<file path="src/hw/rtl/arrd_pkg.sv">
package arrd_pkg;

  localparam int WORKERS     = 16;
  localparam int CLIENT_BITS = 16;
  localparam int QUEUE_DEPTH = 64;

  localparam int WID_W   = 4;
  localparam int CFG_W   = 5;
  localparam int STAT_W  = 4;
  localparam int SIG_W   = 8;
  localparam int OVL_W   = WID_W + 1;
  localparam int QPTR_W  = $clog2(QUEUE_DEPTH);
  localparam int FILL_W  = $clog2(QUEUE_DEPTH + 1);

  localparam logic [SIG_W-1:0] SIG_MAX      = 8'd255;
  localparam logic [CFG_W-1:0] WC_RESET     = 5'd16;

  localparam logic [1:0] FUNC_REQ   = 2'd0;
  localparam logic [1:0] FUNC_READY = 2'd1;
  localparam logic [1:0] FUNC_DONE  = 2'd2;
  localparam logic [1:0] FUNC_ERROR = 2'd3;

  localparam logic [STAT_W-1:0] RES_AFFINE    = 4'd0;
  localparam logic [STAT_W-1:0] RES_QUEUE     = 4'd1;
  localparam logic [STAT_W-1:0] RES_OVERLOAD  = 4'd2;
  localparam logic [STAT_W-1:0] RES_NO_WORKER = 4'd3;
  localparam logic [STAT_W-1:0] RES_DISCARDED = 4'd4;
  localparam logic [STAT_W-1:0] RES_QUEUED    = 4'd5;
  localparam logic [STAT_W-1:0] RES_UNKNOWN   = 4'd6;
  localparam logic [STAT_W-1:0] RES_OVERFLOW  = 4'd7;
  localparam logic [STAT_W-1:0] RES_IGNORED   = 4'd8;

  typedef struct packed {
    logic load;
    logic eval;
  } ctrl_cmd_t;

endpackage

</file>
<file path="src/hw/rtl/arrd_ram.sv">
module arrd_ram #(
  parameter int Width = 4,
  parameter int Depth = 64
) (
  input  logic                     clk_i,
  input  logic                     we_i,
  input  logic [$clog2(Depth)-1:0] waddr_i,
  input  logic [Width-1:0]         wdata_i,
  input  logic [$clog2(Depth)-1:0] raddr_i,
  output logic [Width-1:0]         rdata_o
);

  logic [Width-1:0] mem_q [Depth];
  logic [Width-1:0] rdata_q;

  always_ff @(posedge clk_i) begin
    if (we_i) begin
      mem_q[waddr_i] <= wdata_i;
    end
    rdata_q <= mem_q[raddr_i];
  end

  assign rdata_o = rdata_q;

endmodule

</file>
<file path="src/hw/rtl/arrd_ctrl.sv">
module arrd_ctrl (
  input  logic                clk_i,
  input  logic                rst_ni,
  input  logic                start_i,
  output logic                busy_o,
  output arrd_pkg::ctrl_cmd_t cmd_o,
  output logic                result_valid_o
);
  import arrd_pkg::*;

  localparam logic ST_IDLE = 1'b0;
  localparam logic ST_EVAL = 1'b1;

  logic state_q, state_d;
  logic done_q;

  always_comb begin
    state_d    = state_q;
    cmd_o.load = 1'b0;
    cmd_o.eval = 1'b0;
    case (state_q)
      ST_IDLE: begin
        if (start_i) begin
          cmd_o.load = 1'b1;
          state_d    = ST_EVAL;
        end
      end
      ST_EVAL: begin
        cmd_o.eval = 1'b1;
        state_d    = ST_IDLE;
      end
      default: state_d = ST_IDLE;
    endcase
  end

  always_ff @(posedge clk_i or negedge rst_ni) begin
    if (!rst_ni) begin
      state_q <= ST_IDLE;
      done_q  <= 1'b0;
    end else begin
      state_q <= state_d;
      done_q  <= cmd_o.eval;
    end
  end

  assign busy_o         = (state_q == ST_EVAL);
  assign result_valid_o = done_q;

`ifndef ASSERT_OFF
  // a result follows each evaluation cycle, and only an evaluation cycle
  a_strobe_after_eval: assert property (@(posedge clk_i) disable iff (!rst_ni)
    done_q |-> $past(state_q == ST_EVAL))
    else $error("result strobe without evaluation");
  a_eval_gives_strobe: assert property (@(posedge clk_i) disable iff (!rst_ni)
    cmd_o.eval |=> done_q)
    else $error("evaluation without result strobe");
`endif

endmodule

</file>
<file path="src/hw/rtl/arrd_datapath.sv">
module arrd_datapath (
  input  logic                           clk_i,
  input  logic                           rst_ni,
  input  arrd_pkg::ctrl_cmd_t            cmd_i,
  input  logic                           cfg_we_i,
  input  logic [arrd_pkg::CFG_W-1:0]     cfg_wdata_i,
  input  logic [1:0]                     func_i,
  input  logic [arrd_pkg::WID_W-1:0]     worker_id_i,
  input  logic [15:0]                    client_id_i,
  input  logic                           discard_i,
  output logic [arrd_pkg::STAT_W-1:0]    status_o,
  output logic [arrd_pkg::WID_W-1:0]     dest_worker_o,
  output logic                           all_ready_o
);
  import arrd_pkg::*;

  logic [CFG_W-1:0]       wc_q;
  logic [1:0]             func_q;
  logic [WID_W-1:0]       wid_q;
  logic [CLIENT_BITS-1:0] client_q;
  logic                   discard_q;

  logic [CLIENT_BITS-1:0] held_client_q [WORKERS];
  logic [CLIENT_BITS-1:0] held_client_d [WORKERS];
  logic [WORKERS-1:0]     held_valid_q, held_valid_d;
  logic [WORKERS-1:0]     registered_q, registered_d;
  logic [QPTR_W-1:0]      head_q, head_d, tail_q, tail_d;
  logic [FILL_W-1:0]      fill_q, fill_d;
  logic [SIG_W-1:0]       sig_q, sig_d;
  logic [WID_W-1:0]       ptr_q, ptr_d;

  logic [STAT_W-1:0]      status_q, status_d;
  logic [WID_W-1:0]       dest_q, dest_d;
  logic                   all_q, all_d;

  logic [CFG_W-1:0]       limit;
  logic                   found;
  logic [WID_W-1:0]       match_idx;
  logic                   claim;
  logic                   reg_hit;
  logic [OVL_W-1:0]       ovl_nxt;
  logic                   ram_we;
  logic [WID_W-1:0]       ram_rdata;

  arrd_ram #(
    .Width (WID_W),
    .Depth (QUEUE_DEPTH)
  ) u_fifo_ram (
    .clk_i   (clk_i),
    .we_i    (ram_we),
    .waddr_i (tail_q),
    .wdata_i (wid_q),
    .raddr_i (head_q),
    .rdata_o (ram_rdata)
  );

  assign limit = (wc_q < CFG_W'(WORKERS)) ? wc_q : CFG_W'(WORKERS);

  // highest matching index wins
  always_comb begin
    found     = 1'b0;
    match_idx = '0;
    for (int i = 0; i < WORKERS; i++) begin
      if (held_valid_q[i] && (held_client_q[i] == client_q) && (CFG_W'(i) < limit)) begin
        found     = 1'b1;
        match_idx = WID_W'(i);
      end
    end
  end

  assign ovl_nxt = OVL_W'(ptr_q) + OVL_W'(1);

  always_comb begin
    held_client_d = held_client_q;
    held_valid_d  = held_valid_q;
    registered_d  = registered_q;
    head_d        = head_q;
    tail_d        = tail_q;
    fill_d        = fill_q;
    sig_d         = sig_q;
    ptr_d         = ptr_q;
    status_d      = RES_IGNORED;
    dest_d        = '0;
    all_d         = 1'b0;
    claim         = 1'b0;
    reg_hit       = 1'b0;
    ram_we        = 1'b0;

    if (func_q == FUNC_REQ) begin
      if (discard_q) begin
        status_d = RES_DISCARDED;
      end else if (found) begin
        status_d = RES_AFFINE;
        dest_d   = match_idx;
        claim    = 1'b1;
      end else if (fill_q != '0) begin
        // pop the oldest ready worker
        status_d = RES_QUEUE;
        dest_d   = ram_rdata;
        head_d   = (head_q == QPTR_W'(QUEUE_DEPTH - 1)) ? '0 : head_q + QPTR_W'(1);
        fill_d   = fill_q - FILL_W'(1);
        claim    = 1'b1;
      end else if (sig_q == '0) begin
        status_d = RES_NO_WORKER;
      end else begin
        status_d = RES_OVERLOAD;
        dest_d   = ptr_q;
        ptr_d    = ((SIG_W'(ovl_nxt) >= sig_q) || (ovl_nxt >= OVL_W'(WORKERS)))
                   ? '0 : WID_W'(ovl_nxt);
        claim    = 1'b1;
      end
      if (claim) begin
        held_client_d[dest_d] = client_q;
        held_valid_d[dest_d]  = 1'b1;
      end
    end else begin
      dest_d = wid_q;
      if (CFG_W'(wid_q) >= limit) begin
        status_d = RES_UNKNOWN;
      end else if (func_q == FUNC_READY || func_q == FUNC_DONE) begin
        reg_hit = registered_q[wid_q] || (func_q == FUNC_READY);
        if (func_q == FUNC_READY) begin
          registered_d[wid_q] = 1'b1;
          // saturate the count; flag only on a real change
          if (sig_q < SIG_MAX) begin
            sig_d = sig_q + SIG_W'(1);
            all_d = (sig_d == SIG_W'(wc_q));
          end
        end
        if (!reg_hit) begin
          status_d = RES_UNKNOWN;
        end else begin
          held_valid_d[wid_q] = 1'b0;
          if (fill_q < FILL_W'(QUEUE_DEPTH)) begin
            ram_we   = 1'b1;
            tail_d   = (tail_q == QPTR_W'(QUEUE_DEPTH - 1)) ? '0 : tail_q + QPTR_W'(1);
            fill_d   = fill_q + FILL_W'(1);
            status_d = RES_QUEUED;
          end else begin
            status_d = RES_OVERFLOW;
          end
        end
      end else begin
        status_d = RES_IGNORED;
      end
    end

    if (!cmd_i.eval) begin
      ram_we = 1'b0;
    end
  end

  always_ff @(posedge clk_i or negedge rst_ni) begin
    if (!rst_ni) begin
      wc_q         <= WC_RESET;
      held_valid_q <= '0;
      registered_q <= '0;
      head_q       <= '0;
      tail_q       <= '0;
      fill_q       <= '0;
      sig_q        <= '0;
      ptr_q        <= '0;
    end else begin
      if (cfg_we_i) begin
        wc_q <= cfg_wdata_i;
      end
      if (cmd_i.eval) begin
        held_valid_q <= held_valid_d;
        registered_q <= registered_d;
        head_q       <= head_d;
        tail_q       <= tail_d;
        fill_q       <= fill_d;
        sig_q        <= sig_d;
        ptr_q        <= ptr_d;
      end
    end
  end

  always_ff @(posedge clk_i) begin
    if (cmd_i.load) begin
      func_q    <= func_i;
      wid_q     <= worker_id_i;
      client_q  <= CLIENT_BITS'(client_id_i);
      discard_q <= discard_i;
    end
    if (cmd_i.eval) begin
      held_client_q <= held_client_d;
      status_q      <= status_d;
      dest_q        <= dest_d;
      all_q         <= all_d;
    end
  end

  assign status_o      = status_q;
  assign dest_worker_o = dest_q;
  assign all_ready_o   = all_q;

`ifndef ASSERT_OFF
  a_fill_bound: assert property (@(posedge clk_i) disable iff (!rst_ni)
    fill_q <= FILL_W'(QUEUE_DEPTH))
    else $error("ready FIFO fill beyond depth");
  a_sig_monotone: assert property (@(posedge clk_i) disable iff (!rst_ni)
    sig_q >= $past(sig_q))
    else $error("ready count decreased");
  a_push_counts: assert property (@(posedge clk_i) disable iff (!rst_ni)
    ram_we |=> (fill_q == $past(fill_q) + FILL_W'(1)))
    else $error("FIFO write without fill increment");
`endif

endmodule

</file>
<file path="src/hw/rtl/affinity_round_robin_dispatcher_top.sv">
// Channel   Handshake            Payload
// request   start_i / busy_o     func_i, worker_id_i, client_id_i, discard_i
// result    result_valid_o       status_o, dest_worker_o, all_ready_o
// config    cfg_we_i             cfg_wdata_i (worker_count)
//
// An event is taken when start_i is high and busy_o low; busy_o is high for the
// one evaluation cycle, so no new event is taken while one is being evaluated.
// The result strobe is high for one cycle, the cycle after evaluation; the
// receiver cannot stall it and the next event may be taken in that same cycle.
// Reset (rst_ni low, asynchronous) clears all control state; worker_count = 16.
module affinity_round_robin_dispatcher_top (
  input  logic                           clk_i,
  input  logic                           rst_ni,
  input  logic                           start_i,
  output logic                           busy_o,
  input  logic [1:0]                     func_i,
  input  logic [arrd_pkg::WID_W-1:0]     worker_id_i,
  input  logic [15:0]                    client_id_i,
  input  logic                           discard_i,
  output logic                           result_valid_o,
  output logic [arrd_pkg::STAT_W-1:0]    status_o,
  output logic [arrd_pkg::WID_W-1:0]     dest_worker_o,
  output logic                           all_ready_o,
  input  logic                           cfg_we_i,
  input  logic [arrd_pkg::CFG_W-1:0]     cfg_wdata_i
);
  import arrd_pkg::*;

  ctrl_cmd_t cmd;

  arrd_ctrl u_ctrl (
    .clk_i          (clk_i),
    .rst_ni         (rst_ni),
    .start_i        (start_i),
    .busy_o         (busy_o),
    .cmd_o          (cmd),
    .result_valid_o (result_valid_o)
  );

  arrd_datapath u_datapath (
    .clk_i         (clk_i),
    .rst_ni        (rst_ni),
    .cmd_i         (cmd),
    .cfg_we_i      (cfg_we_i),
    .cfg_wdata_i   (cfg_wdata_i),
    .func_i        (func_i),
    .worker_id_i   (worker_id_i),
    .client_id_i   (client_id_i),
    .discard_i     (discard_i),
    .status_o      (status_o),
    .dest_worker_o (dest_worker_o),
    .all_ready_o   (all_ready_o)
  );

endmodule

</file>
<file path="config.mk">
export PLATFORM = sky130hd
export DESIGN_NAME = affinity_round_robin_dispatcher_top
export DESIGN_NICKNAME = d
export VERILOG_FILES = /design/src/hw/rtl/arrd_pkg.sv /design/src/hw/rtl/arrd_ram.sv /design/src/hw/rtl/arrd_ctrl.sv /design/src/hw/rtl/arrd_datapath.sv /design/src/hw/rtl/affinity_round_robin_dispatcher_top.sv
export SDC_FILE = /design/constraint.sdc
export NUM_CORES = 1
export LEC_CHECK = 0
export BUFFER_PORTS_ARGS = -buffer_cell sky130_fd_sc_hd__buf_2
export CAP_MARGIN = 20
export CORE_UTILIZATION = 48
export DETAILED_ROUTE_END_ITERATION = 6
export GPL_ROUTABILITY_DRIVEN = 0
export GPL_TIMING_DRIVEN = 0
export HOLD_SLACK_MARGIN = 0.08
export PLACE_DENSITY_LB_ADDON = 0.2
export SLEW_MARGIN = 20
export SYNTH_ARGS = -nofsm -noshare
export SYNTH_HDL_FRONTEND = slang
export SYNTH_SLANG_ARGS = --single-unit
</file>
<file path="constraint.sdc">
create_clock -name clk_i -period 5.4 [get_ports clk_i]
set_clock_uncertainty 0.05 [all_clocks]
set_input_delay 1.08 -clock clk_i [delete_from_list [all_inputs] [get_ports clk_i]]
set_output_delay 1.08 -clock clk_i [all_outputs]
set_load 0.02 [all_outputs]
</file>
# Word level (Yosys, flattened, before mapping)
# Memories as Yosys holds them, arrays and structs flattened. A register that Yosys moved wholly into a read port is not among the register bits.
# Cells that the tools add are included.
dict set report word_totals {
  memories 1
  mem_bits_rw 256
  register_bits 358
  input_bits 32
}
# memory depth word_bits read_ports rd_clocked_by_memory_dff write_ports line_no
set memory_table {}
lappend memory_table {u_datapath.u_fifo_ram.mem_q 64 4 1 1 1 arrd_ram.sv:13} ;# logic [Width-1:0] mem_q [Depth];
dict set report op_classes {
  magnitude_cmp 28
  n_addsub 6
  n_mux 89
  n_reduce_logical 53
  bitwise_logic 15
  n_eq_ne 26
}
# op n
set op_table {}
lappend op_table {{256-bit bitwise mux} 1}
lappend op_table {{16-bit equality test} 16}
lappend op_table {{16-bit 2-to-1 mux} 6}
lappend op_table {{4-bit 2-to-1 mux} 22}
lappend op_table {{16-bit demux with 4-bit select} 1}
lappend op_table {{7-bit 2-to-1 mux} 8}
lappend op_table {{4-bit by 5-bit less-than comparator with 1-bit output (first input constant)} 8}
lappend op_table {{1-bit 2-to-1 mux} 37}
lappend op_table {{1-bit logical AND} 35}
lappend op_table {{16-bit bitwise OR} 2}
lappend op_table {{3-bit by 5-bit less-than comparator with 1-bit output (first input constant)} 4}
lappend op_table {{6-bit AND reduction} 3}
lappend op_table {{16-bit bitwise AND} 1}
lappend op_table {{16-bit NOT} 1}
lappend op_table {{5-bit AND reduction} 3}
lappend op_table {{6-bit by 1-bit adder with 6-bit output (second input constant)} 2}
lappend op_table {{6-bit equality test (second input constant)} 2}
lappend op_table {{3-bit 2-to-1 mux} 4}
lappend op_table {{6-bit 2-to-1 mux} 2}
lappend op_table {{5-bit greater-or-equal comparator (second input constant)} 2}
lappend op_table {{1-bit by 5-bit less-than comparator with 1-bit output (first input constant)} 2}
lappend op_table {{2-bit by 5-bit less-than comparator with 1-bit output (first input constant)} 2}
lappend op_table {{4-bit by 5-bit less-than comparator with 1-bit output (second input constant)} 2}
lappend op_table {{1-bit NOT} 10}
lappend op_table {{other kinds (30)} 41}

# Depth between registers and ports, before layout
# Gate-level depths: netlist of run 1.
dict set report depth {
  depth_word 30
  mapped_depth 14
}

# Cells and area by module
# From an unflattened synthesis of run 1, not the netlist that was laid out.
dict set report hier_totals {
  hier_cells 1773
  hier_area_um2 27281.2
}
# module n_inst seq_area_each_um2 area_per_inst_um2 cells_each
set by_module_without_submodules {}
lappend by_module_without_submodules {arrd_datapath 1 10351.2 16806.1 1247}
lappend by_module_without_submodules {arrd_ram 1 7767.4 10396.2 521}
lappend by_module_without_submodules {arrd_ctrl 1 50.0 78.8 5}

# Worst setup path before layout of run 1
# Ideal clock, no wire load.
dict set report synth_timing {
  path_kind {register to register}
  start {reg u_datapath.client_q[13]}
  end {reg u_datapath.held_client_q[128] (netlist bit), enable pin}
  required_time_ps 4941
  stages_incl_launch_ff 11
  setup_time_ps 409
  setup_slack_ps 978
  n_path_buf 1
  arrival_ps 3963
  period_less_slack_ps 4422
  cell_sequence {edfxtp_1 -> buf_4 -> xor2_1 -> nor4_2 -> nand4_1 -> or4b_2 -> nand4_1 -> nor3_1 -> nor3_1 -> nand3_1 -> nor3_1}
}
dict set report synth_between {
  elab_chain_cells 23
}
# element line_no
set synth_rtl {}
lappend synth_rtl {{start: declaration} arrd_datapath.sv:20} ;# logic [CLIENT_BITS-1:0] client_q;
lappend synth_rtl {{start signal: assignment} arrd_datapath.sv:183} ;# client_q <= CLIENT_BITS'(client_id_i);
lappend synth_rtl {{16-bit equality test} arrd_datapath.sv:64} ;# if (held_valid_q[i] && (held_client_q[i] == client_q) && (CFG_W'(i) < limit)) begin
lappend synth_rtl {{1-bit logical AND (2 in series)} arrd_datapath.sv:64}
lappend synth_rtl {{1-bit 2-to-1 mux (15 in series)} arrd_datapath.sv:64}
lappend synth_rtl {{1-bit 2-to-1 mux (*)} arrd_datapath.sv:64}
lappend synth_rtl {{1-bit 2-to-1 mux (*)} arrd_datapath.sv:92} ;# end else if (found) begin
lappend synth_rtl {{1-bit 2-to-1 mux (*)} arrd_datapath.sv:90} ;# if (discard_q) begin
lappend synth_rtl {{1-bit 2-to-1 mux (*)} arrd_datapath.sv:89} ;# if (func_q == FUNC_REQ) begin
lappend synth_rtl {{3-bit AND reduction (no line) (*)} -}
lappend synth_rtl {{end signal: assignment} arrd_datapath.sv:187} ;# held_client_q <= held_client_d;
lappend synth_rtl {{end: declaration} arrd_datapath.sv:23} ;# logic [CLIENT_BITS-1:0] held_client_q [WORKERS];
# Mark *: on every way between the ends. The rest lies on a longest branch, timed or not. The select of a mux whose other input is x is not followed.
# A chain may end at the register's enable or synchronous reset.

# Worst setup path after layout of run 1
dict set report layout_timing {
  start {reg u_datapath.wc_q[4]}
  end {mem u_datapath.u_fifo_ram.mem_q[39][0], enable pin}
}
dict set report layout_between {
  elab_chain_cells 8
}
# element line_no
set layout_rtl {}
lappend layout_rtl {{start: declaration} arrd_datapath.sv:17} ;# logic [CFG_W-1:0] wc_q;
lappend layout_rtl {{start signal: assignment} arrd_datapath.sv:165} ;# wc_q <= cfg_wdata_i;
lappend layout_rtl {{5-bit less-than comparator} arrd_datapath.sv:57} ;# assign limit = (wc_q < CFG_W'(WORKERS)) ? wc_q : CFG_W'(WORKERS);
lappend layout_rtl {{5-bit 2-to-1 mux (*)} arrd_datapath.sv:57}
lappend layout_rtl {{4-bit by 5-bit greater-or-equal comparator with 1-bit output (*)} arrd_datapath.sv:118} ;# if (CFG_W'(wid_q) >= limit) begin
lappend layout_rtl {{1-bit 2-to-1 mux (*)} arrd_datapath.sv:118}
lappend layout_rtl {{1-bit 2-to-1 mux (*)} arrd_datapath.sv:89}
lappend layout_rtl {{1-bit 2-to-1 mux (*)} arrd_datapath.sv:148} ;# if (!cmd_i.eval) begin
lappend layout_rtl {{1-bit 2-to-1 mux (*)} arrd_ram.sv:17} ;# if (we_i) begin
lappend layout_rtl {{1-bit 2-to-1 mux (not written as such) (*)} arrd_ram.sv:18} ;# mem_q[waddr_i] <= wdata_i;
lappend layout_rtl {{end: declaration} arrd_ram.sv:13}
# Mark *: on every way between the ends. The rest lies on a longest branch, timed or not.

==> flow_summary_export.csv, run 1 <==
group,metric,value,unit
critical_path,crit_buf_inv,2,
detailed_routing,wirelength,68600,um
logic_synthesis,ys_seq_area_share,67.4,%
clock_network,clock_sinks,618,
logic_synthesis,synth_area,27000,um2
sta,rsz0062_at_grt,"no",
clock_network,cts_tree,"yes",
detailed_routing,drt-pass1-iter-count,5,
pwr,internal_power,0.00886,W
cells_and_area,multi_input_area,8370,um2
sta,slew_headroom,22.7,%
logic_synthesis,synth_top_area_share,60.6,%
logic_synthesis,synth.distinct_cells,78,
detailed_routing,ant_nets,0,
sta,finalHoldViolCount,0,
detailed_routing,wire_per_inst,25.4,um
die,core,55300,um2
die,dieWidth,239,um
die,initial_core_util,48.8,%
cells_and_area,syn_to_final_growth,14.4,%
global_routing,grt_use_met1,36.4,%
global_routing,met2_usage,37.0,%
critical_path,cp_top_family,"simple AND/OR/NAND/NOR gates",
critical_path,crit_chain,"clkbuf_1 -> buf_1 -> nor2b_1 -> ha_1 -> nand2b_1 -> a21o_1 -> a21o_1 -> a21oi_1 -> nor2_1 -> or3_1 -> nor2_1 -> and4_1 -> nand3_1 -> nor2_1",
pwr,ir_drop,0.000242,V
pwr,p_leak,10.4,nW
placement,dp_hpwl,45200,um
clock_network,cts_buffers,68,
logic_synthesis,avgSynthCellArea,15.4,um2
cells_and_area,fill_cells,4407,
cells_and_area,instances_no_fill,2704,
cells_and_area,seq_area,18200,um2
detailed_routing,drt_iter0_markers,1493,
global_routing,grt-ovfl-total,0,
cells_and_area,layout_commonest_cell,"edfxtp_1",
clock_network,clock_latency,0.61,ns
logic_synthesis,synth-edff-count,544,
sta,period_needed,5.09,ns
critical_path,cp.required,5.60,ns
critical_path,worst_path_most_repeated_cell,"nor2_1",
critical_path,path_max_fanout,10,
critical_path,worst-path-stages,14,
placement,numPortBuffers,42,
status,status,"finished, final reports clean",
sta,tightestPinTransition,1.16,ns
global_routing,use_met3,4.15,%
die,rows,86,
cells_and_area,mostFrequentLayoutCells,"544 x edfxtp_1, 185 x xor2_1, 116 x nor2_1",
pwr,combPwrFrac,16.8,%
sta,drv_slew,0,
logic_synthesis,ys_seq_elements,618,
placement,dp_slack,-0.295,ns
global_routing,grt_usage,24.5,%
critical_path,slowest_delay,0.57,ns
clock_network,clk_pin_slew,0.07,ns
clock_network,clk_path_buf_depth,3,
cells_and_area,fin_nets,1963,
sta,holdWs,0.328,ns
sta,finalCritPeriodShare,94.3,%
pwr,switching_share,26.0,%
critical_path,worstPathArrival,5.29,ns
pwr,clkPwrFrac,37.4,%
critical_path,reg2reg_depth,14,
pwr,power.switching,0.00312,W
logic_synthesis,ys_top_cells_by_area,"edfxtp_1 61%, dfrtp_1 6.4%, xor2_1 6.0%",
logic_synthesis,synth_top_area_cell,"edfxtp_1",
global_routing,first_global_vias,15612,
logic_synthesis,synth_nets,1805,
critical_path,slowest_stage,"nand3_1",
placement,dp.cells,2558,
clock_network,cts_root_buf,"clkbuf_16",
cells_and_area,n_antenna_cell,0,
logic_synthesis,syn-instance-count,1748,
sta,setup_ws,0.310,ns
pwr,p_per_area,388,nW/um2
worst_hold_path,min_path_type,"in2async",
logic_synthesis,yosys_warnings,0,
pwr,pwr-share-seq,45.8,%
global_routing,grt.busiest_layer,"met2",
global_routing,antenna_found_initial,0,
logic_synthesis,synthArstFlopShare,11.3,%
flow_run,cap_violations,0,
die,fp.dieArea,57100,um2
global_routing,grt_pass1_wl,101000,um
cells_and_area,drive_above_1_share,17.3,%
detailed_routing,drc,0,
critical_path,critPathLaunchType,"flop",
critical_path,crit_type,"reg2reg",
logic_synthesis,synth_ff_type,"edfxtp_1",
sta,finalSetupTns,0,ns
critical_path,crit_path_end_kind,"flop",
detailed_routing,vias,15761,
sta,fmax,196,MHz
detailed_routing,vias_per_cell,5.83,
die,fp.dieH,239,um
clock_network,ctsHtreeMaxLevel,3,
sta,setup_violations,0,
global_routing,grt_start_max_net_pins,47,
die,ios,43,
[Yosys cell counts, types with 5 or more instances]
master / number
buf_1: 13
or4_1: 7
dfrtp_1: 69
inv_1: 18
or3_1: 10
nor4_1: 58
o22ai_1: 9
a21oi_1: 25
xnor2_1: 98
buf_6: 6
edfxtp_1: 544
and4_1: 7
o21ai_0: 28
mux2i_1: 34
nor3_1: 27
xor2_1: 185
nor2_1: 128
nand4_1: 44
o21bai_1: 16
ha_1: 24
o31ai_1: 12
nand3_1: 29
mux4_2: 65
o41ai_1: 6
clkbuf_1: 31
buf_2: 13
and3_1: 5
buf_4: 19
nor2b_1: 14
nand2b_1: 14
nor4b_1: 9
mux2_2: 12
a21o_1: 15
nand2_1: 70
o221ai_1: 17
[power groups by stage]
stage                     registers (W)  logic (W)  clock network [W]
after floorplan                 0.00555    0.00137                  0
after global placement          0.00564    0.00185                  0
after detailed placement        0.00562    0.00194                  0
after CTS                       0.00550    0.00199            0.00454
after global routing            0.00549    0.00217            0.00471
final                           0.00548    0.00201            0.00448
[flip-flops by register name (all words and copies together) (netlist names), 6 cells and up]
register	count
u_datapath.client_q	16
u_datapath.fill_q	7
u_datapath.head_q	6
u_datapath.held_client_q	256
u_datapath.held_valid_q	16
u_datapath.registered_q	16
u_datapath.sig_q	8
u_datapath.tail_q	6
u_datapath.u_fifo_ram.mem_q	256
[final cells by class]
| cell class | instances | share of cell area (%) |
|---|---|---|
| sequential | 618 | 58.9 |
| multi-input combinational | 1029 | 27.1 |
| clock buffer | 94 | 6.14 |
| tap | 748 | 3.03 |
| timing repair buffer | 88 | 2.36 |
| buffer | 82 | 1.43 |
| clock inverter | 26 | 0.751 |
| inverter | 19 | 0.231 |
[worst reg2reg max path, cell delays in order (launching register included)]
cell and delay (ns):
dfstp_2 0.53, clkbuf_1 0.40, buf_1 0.51, nor2b_1 0.11, ha_1 0.28, nand2b_1 0.14, a21o_1 0.17, a21o_1 0.17
a21oi_1 0.13, nor2_1 0.16, or3_1 0.51, nor2_1 0.15, and4_1 0.30, nand3_1 0.58, nor2_1 0.56
[routing by layer]
layer	up-vias	share of wire, %
li1	7009	-
met1	8059	45
met2	606	45
met3	87	7.3
met4	0	2.1
met5	-	0
[final timing paths]
path / slack, ns / endpoint / startpoint
min in group clk_i: 0.42 / u_datapath.registered_q[2]$_DFFE_PN0P_ / u_datapath.registered_q[2]$_DFFE_PN0P_
max in group asynchronous: 4.39 / u_datapath.registered_q[12]$_DFFE_PN0P_ / rst_ni
setup / recovery: 0.31 / u_datapath.u_fifo_ram.mem_q[39][0]$_DFFE_PP_ / u_datapath.wc_q[4]$_DFFE_PN1P_
hold / removal: 0.33 / u_datapath.fill_q[3]$_DFFE_PN0P_ / rst_ni
setup reg to reg: 0.31 / u_datapath.u_fifo_ram.mem_q[39][0]$_DFFE_PP_ / u_datapath.wc_q[4]$_DFFE_PN1P_
hold reg to reg: 0.42 / u_datapath.registered_q[2]$_DFFE_PN0P_ / u_datapath.registered_q[2]$_DFFE_PN0P_
[per-stage QoR]
stage                     power [W]  utilization [%]  cell area [um2]
final                        0.0120             55.8            30800
after CTS                    0.0120             55.5            30700
after global routing         0.0124             55.8            30800
after detailed placement    0.00757             51.5            28500
after floorplan             0.00692                -            27000
after global placement      0.00749             50.8            28100
[logic make-up after synthesis]
| group | share of synthesized area, % |
|---|---|
| buf+inv | 1.90 |
| mux | 7.23 |
| flops | 67.4 |
| xor+xnor | 9.19 |
| fa+ha+maj | 1.19 |
| simple gates | 8.83 |
| compound gates | 4.28 |
[repair_timing]
item                                   CTS  global route
endpoints found under the hold margin    0             0
setup endpoints to repair              117           254
setup buffers                            9            17
resized for setup                        3             2
hold buffers                             0             0
Power figures use the tool's default switching activity.
==> inputs of run 2 (changes only) <==
CORE_UTILIZATION = 55   (was 48)
RECOVER_POWER = 25   (was default)
==> run 2 against run 1 <==
The flow now finishes with violations (max-capacitance violations, max-slew violations). Wire length down 2.6%. Global-route usage up 2.9 points. Flip-flop and latch count unchanged. Design area is 0.88% lower. Count of clock-buffer cells in the layout is 16 lower. Sequential share of layout area increased by 0.52 points. Largest power group unchanged.
==> flow_summary_export.csv, run 2 (synthesized netlist as in run 1, its figures left out) <==
group,metric,value,unit
status,status,"finished with violations",
status,violations,"max-capacitance violations, max-slew violations",
global_routing,grt_usage,27.4,%
sta,period_needed,5.16,ns
sta,slew_headroom,-62.6,%
die,ios,43,
clock_network,cts_tree,"yes",
critical_path,crit_path_end_kind,"flop",
sta,setup_ws,0.236,ns
global_routing,grt-ovfl-total,0,
cells_and_area,largest_registers,"u_datapath.held_client_q x256, u_datapath.u_fifo_ram.mem_q x256",
detailed_routing,ant_nets,0,
placement,dp_hpwl,43900,um
global_routing,antenna_found_initial,2,
cells_and_area,instances_no_fill,2566,
cells_and_area,fill_cells,3431,
pwr,power.switching,0.00313,W
global_routing,grt_start_max_net_pins,45,
clock_network,clock_latency,0.60,ns
detailed_routing,wirelength,66800,um
critical_path,path_max_fanout,10,
critical_path,slowest_delay,0.59,ns
pwr,internal_power,0.00892,W
critical_path,worstPathArrival,5.36,ns
cells_and_area,mostFrequentLayoutCells,"544 x edfxtp_1, 185 x xor2_1, 116 x nor2_1",
pwr,combPwrFrac,16.6,%
clock_network,clk_path_buf_depth,3,
cells_and_area,seq_area,18200,um2
detailed_routing,drt_iter0_markers,1893,
clock_network,clock_sinks,618,
die,core,48000,um2
detailed_routing,drt-pass1-iter-count,5,
cells_and_area,drive_above_1_share,16.4,%
cells_and_area,finalInstanceArea,30600,um2
clock_network,cts_buffers,67,
critical_path,cp.required,5.60,ns
detailed_routing,wire_per_inst,26.0,um
die,rows,80,
sta,finalSetupTns,0,ns
worst_hold_path,min_path_type,"reg2reg",
sta,tightestPinTransition,2.44,ns
die,fp.dieArea,49900,um2
critical_path,crit_type,"reg2reg",
die,initial_core_util,56.1,%
detailed_routing,vias,16033,
sta,holdWs,0.424,ns
sta,drv_slew,73,
critical_path,slowest_stage,"nor4_2",
critical_path,critPathLaunchType,"flop",
flow_run,cap_violations,2,
cells_and_area,fin_nets,1958,
sta,rsz0062_at_grt,"no",
sta,fmax,194,MHz
detailed_routing,vias_per_cell,6.25,
pwr,switching_share,26.0,%
critical_path,crit_buf_inv,2,
cells_and_area,syn_to_final_growth,13.4,%
cells_and_area,layout_commonest_cell,"edfxtp_1",
critical_path,cp_top_family,"simple AND/OR/NAND/NOR gates",
pwr,ir_drop,0.000232,V
global_routing,first_global_vias,15939,
sta,finalHoldViolCount,0,
clock_network,clk_pin_slew,0.06,ns
placement,dp_slack,-0.331,ns
pwr,p_per_area,394,nW/um2
critical_path,crit_chain,"clkbuf_1 -> buf_1 -> nor2b_1 -> ha_1 -> nand2b_1 -> a21o_1 -> a21o_1 -> a21oi_1 -> nor2_1 -> or3_1 -> nor4_2 -> nand2_1 -> nor2_1",
die,fp.dieH,223,um
pwr,clkPwrFrac,37.9,%
detailed_routing,drc,0,
clock_network,ctsHtreeMaxLevel,3,
sta,finalCritPeriodShare,95.6,%
placement,numPortBuffers,42,
die,dieWidth,223,um
cells_and_area,multi_input_area,8370,um2
sta,setup_violations,0,
global_routing,grt_pass1_wl,99700,um
clock_network,cts_root_buf,"clkbuf_16",
clock_network,hold_buffers,0,
placement,dp.cells,2422,
pwr,pwr-share-seq,45.5,%
pwr,p_leak,10.3,nW
placement,placed_area,28300,um2
[run 2: cell types whose count changed in the layout (fill, tap and decap cells not counted), sizes merged]
cell	previous run	this run
buf	139	109
clkinvlp	2	0
inv	21	26
bufinv	4	8
clkbuf	125	135
clkinv	18	25
diode	0	1
[run 2: layer usage]
metal	GRT usage (%)	routed length (um)	up-vias
met1	40.6	28700	8097
met5	0	0	-
met3	5.68	6310	130
met4	9.63	1840	0
li1	-	-	7008
met2	40.4	29900	798
[run 2: final timing paths]
kind	to	cells past startpoint	startpoint	slack, ns
min in group asynchronous	u_datapath.fill_q[2]$_DFFE_PN0P_	1	rst_ni	0.78
setup reg to reg	u_datapath.u_fifo_ram.mem_q[34][3]$_DFFE_PP_	13	u_datapath.wc_q[4]$_DFFE_PN1P_	0.24
hold / removal	u_datapath.registered_q[1]$_DFFE_PN0P_	1	u_datapath.registered_q[1]$_DFFE_PN0P_	0.42
hold reg to reg	u_datapath.registered_q[1]$_DFFE_PN0P_	1	u_datapath.registered_q[1]$_DFFE_PN0P_	0.42
setup / recovery	u_datapath.u_fifo_ram.mem_q[34][3]$_DFFE_PP_	13	u_datapath.wc_q[4]$_DFFE_PN1P_	0.24
max in group asynchronous	u_datapath.tail_q[0]$_DFFE_PN0P_	2	rst_ni	1.54
[run 2: layout make-up]
class                           count  area share [%]
Tap cell                          615            2.52
Clock inverter                     40            1.38
Buffer                             82            1.44
Timing Repair Buffer               84            1.86
Antenna cell                        1         0.00819
Sequential cell                   618            59.4
Inverter                           19           0.233
Multi-Input combinational cell   1029            27.4
Clock buffer                       78            5.72
[run 2: power groups by stage]
stage	clock, W	sequential, W	combinational [W]
6_report	0.00456	0.00548	0.00200
5_1_grt	0.00480	0.00549	0.00214
4_1_cts	0.00462	0.00550	0.00198
3_5_place_dp	0	0.00562	0.00192
3_3_place_gp	0	0.00564	0.00183
2_1_floorplan	0	0.00555	0.00137
[run 2: stage by stage]
| stage | total power [W] | utilization, % |
|---|---|---|
| 2_1_floorplan | 0.00692 | - |
| 3_3_place_gp | 0.00746 | 58.2 |
| 3_5_place_dp | 0.00754 | 58.9 |
| 4_1_cts | 0.0121 | 63.6 |
| 5_1_grt | 0.0124 | 63.6 |
| 6_report | 0.0120 | 63.6 |
[run 2: timing repair]
| item | in CTS | in global routing |
|---|---|---|
| pin swaps | 0 | 0 |
| endpoints found under the setup margin | 137 | 163 |
| buffers inserted | 8 | 17 |
| hold endpoints to repair | 0 | 0 |
| gates resized for setup | 5 | 0 |
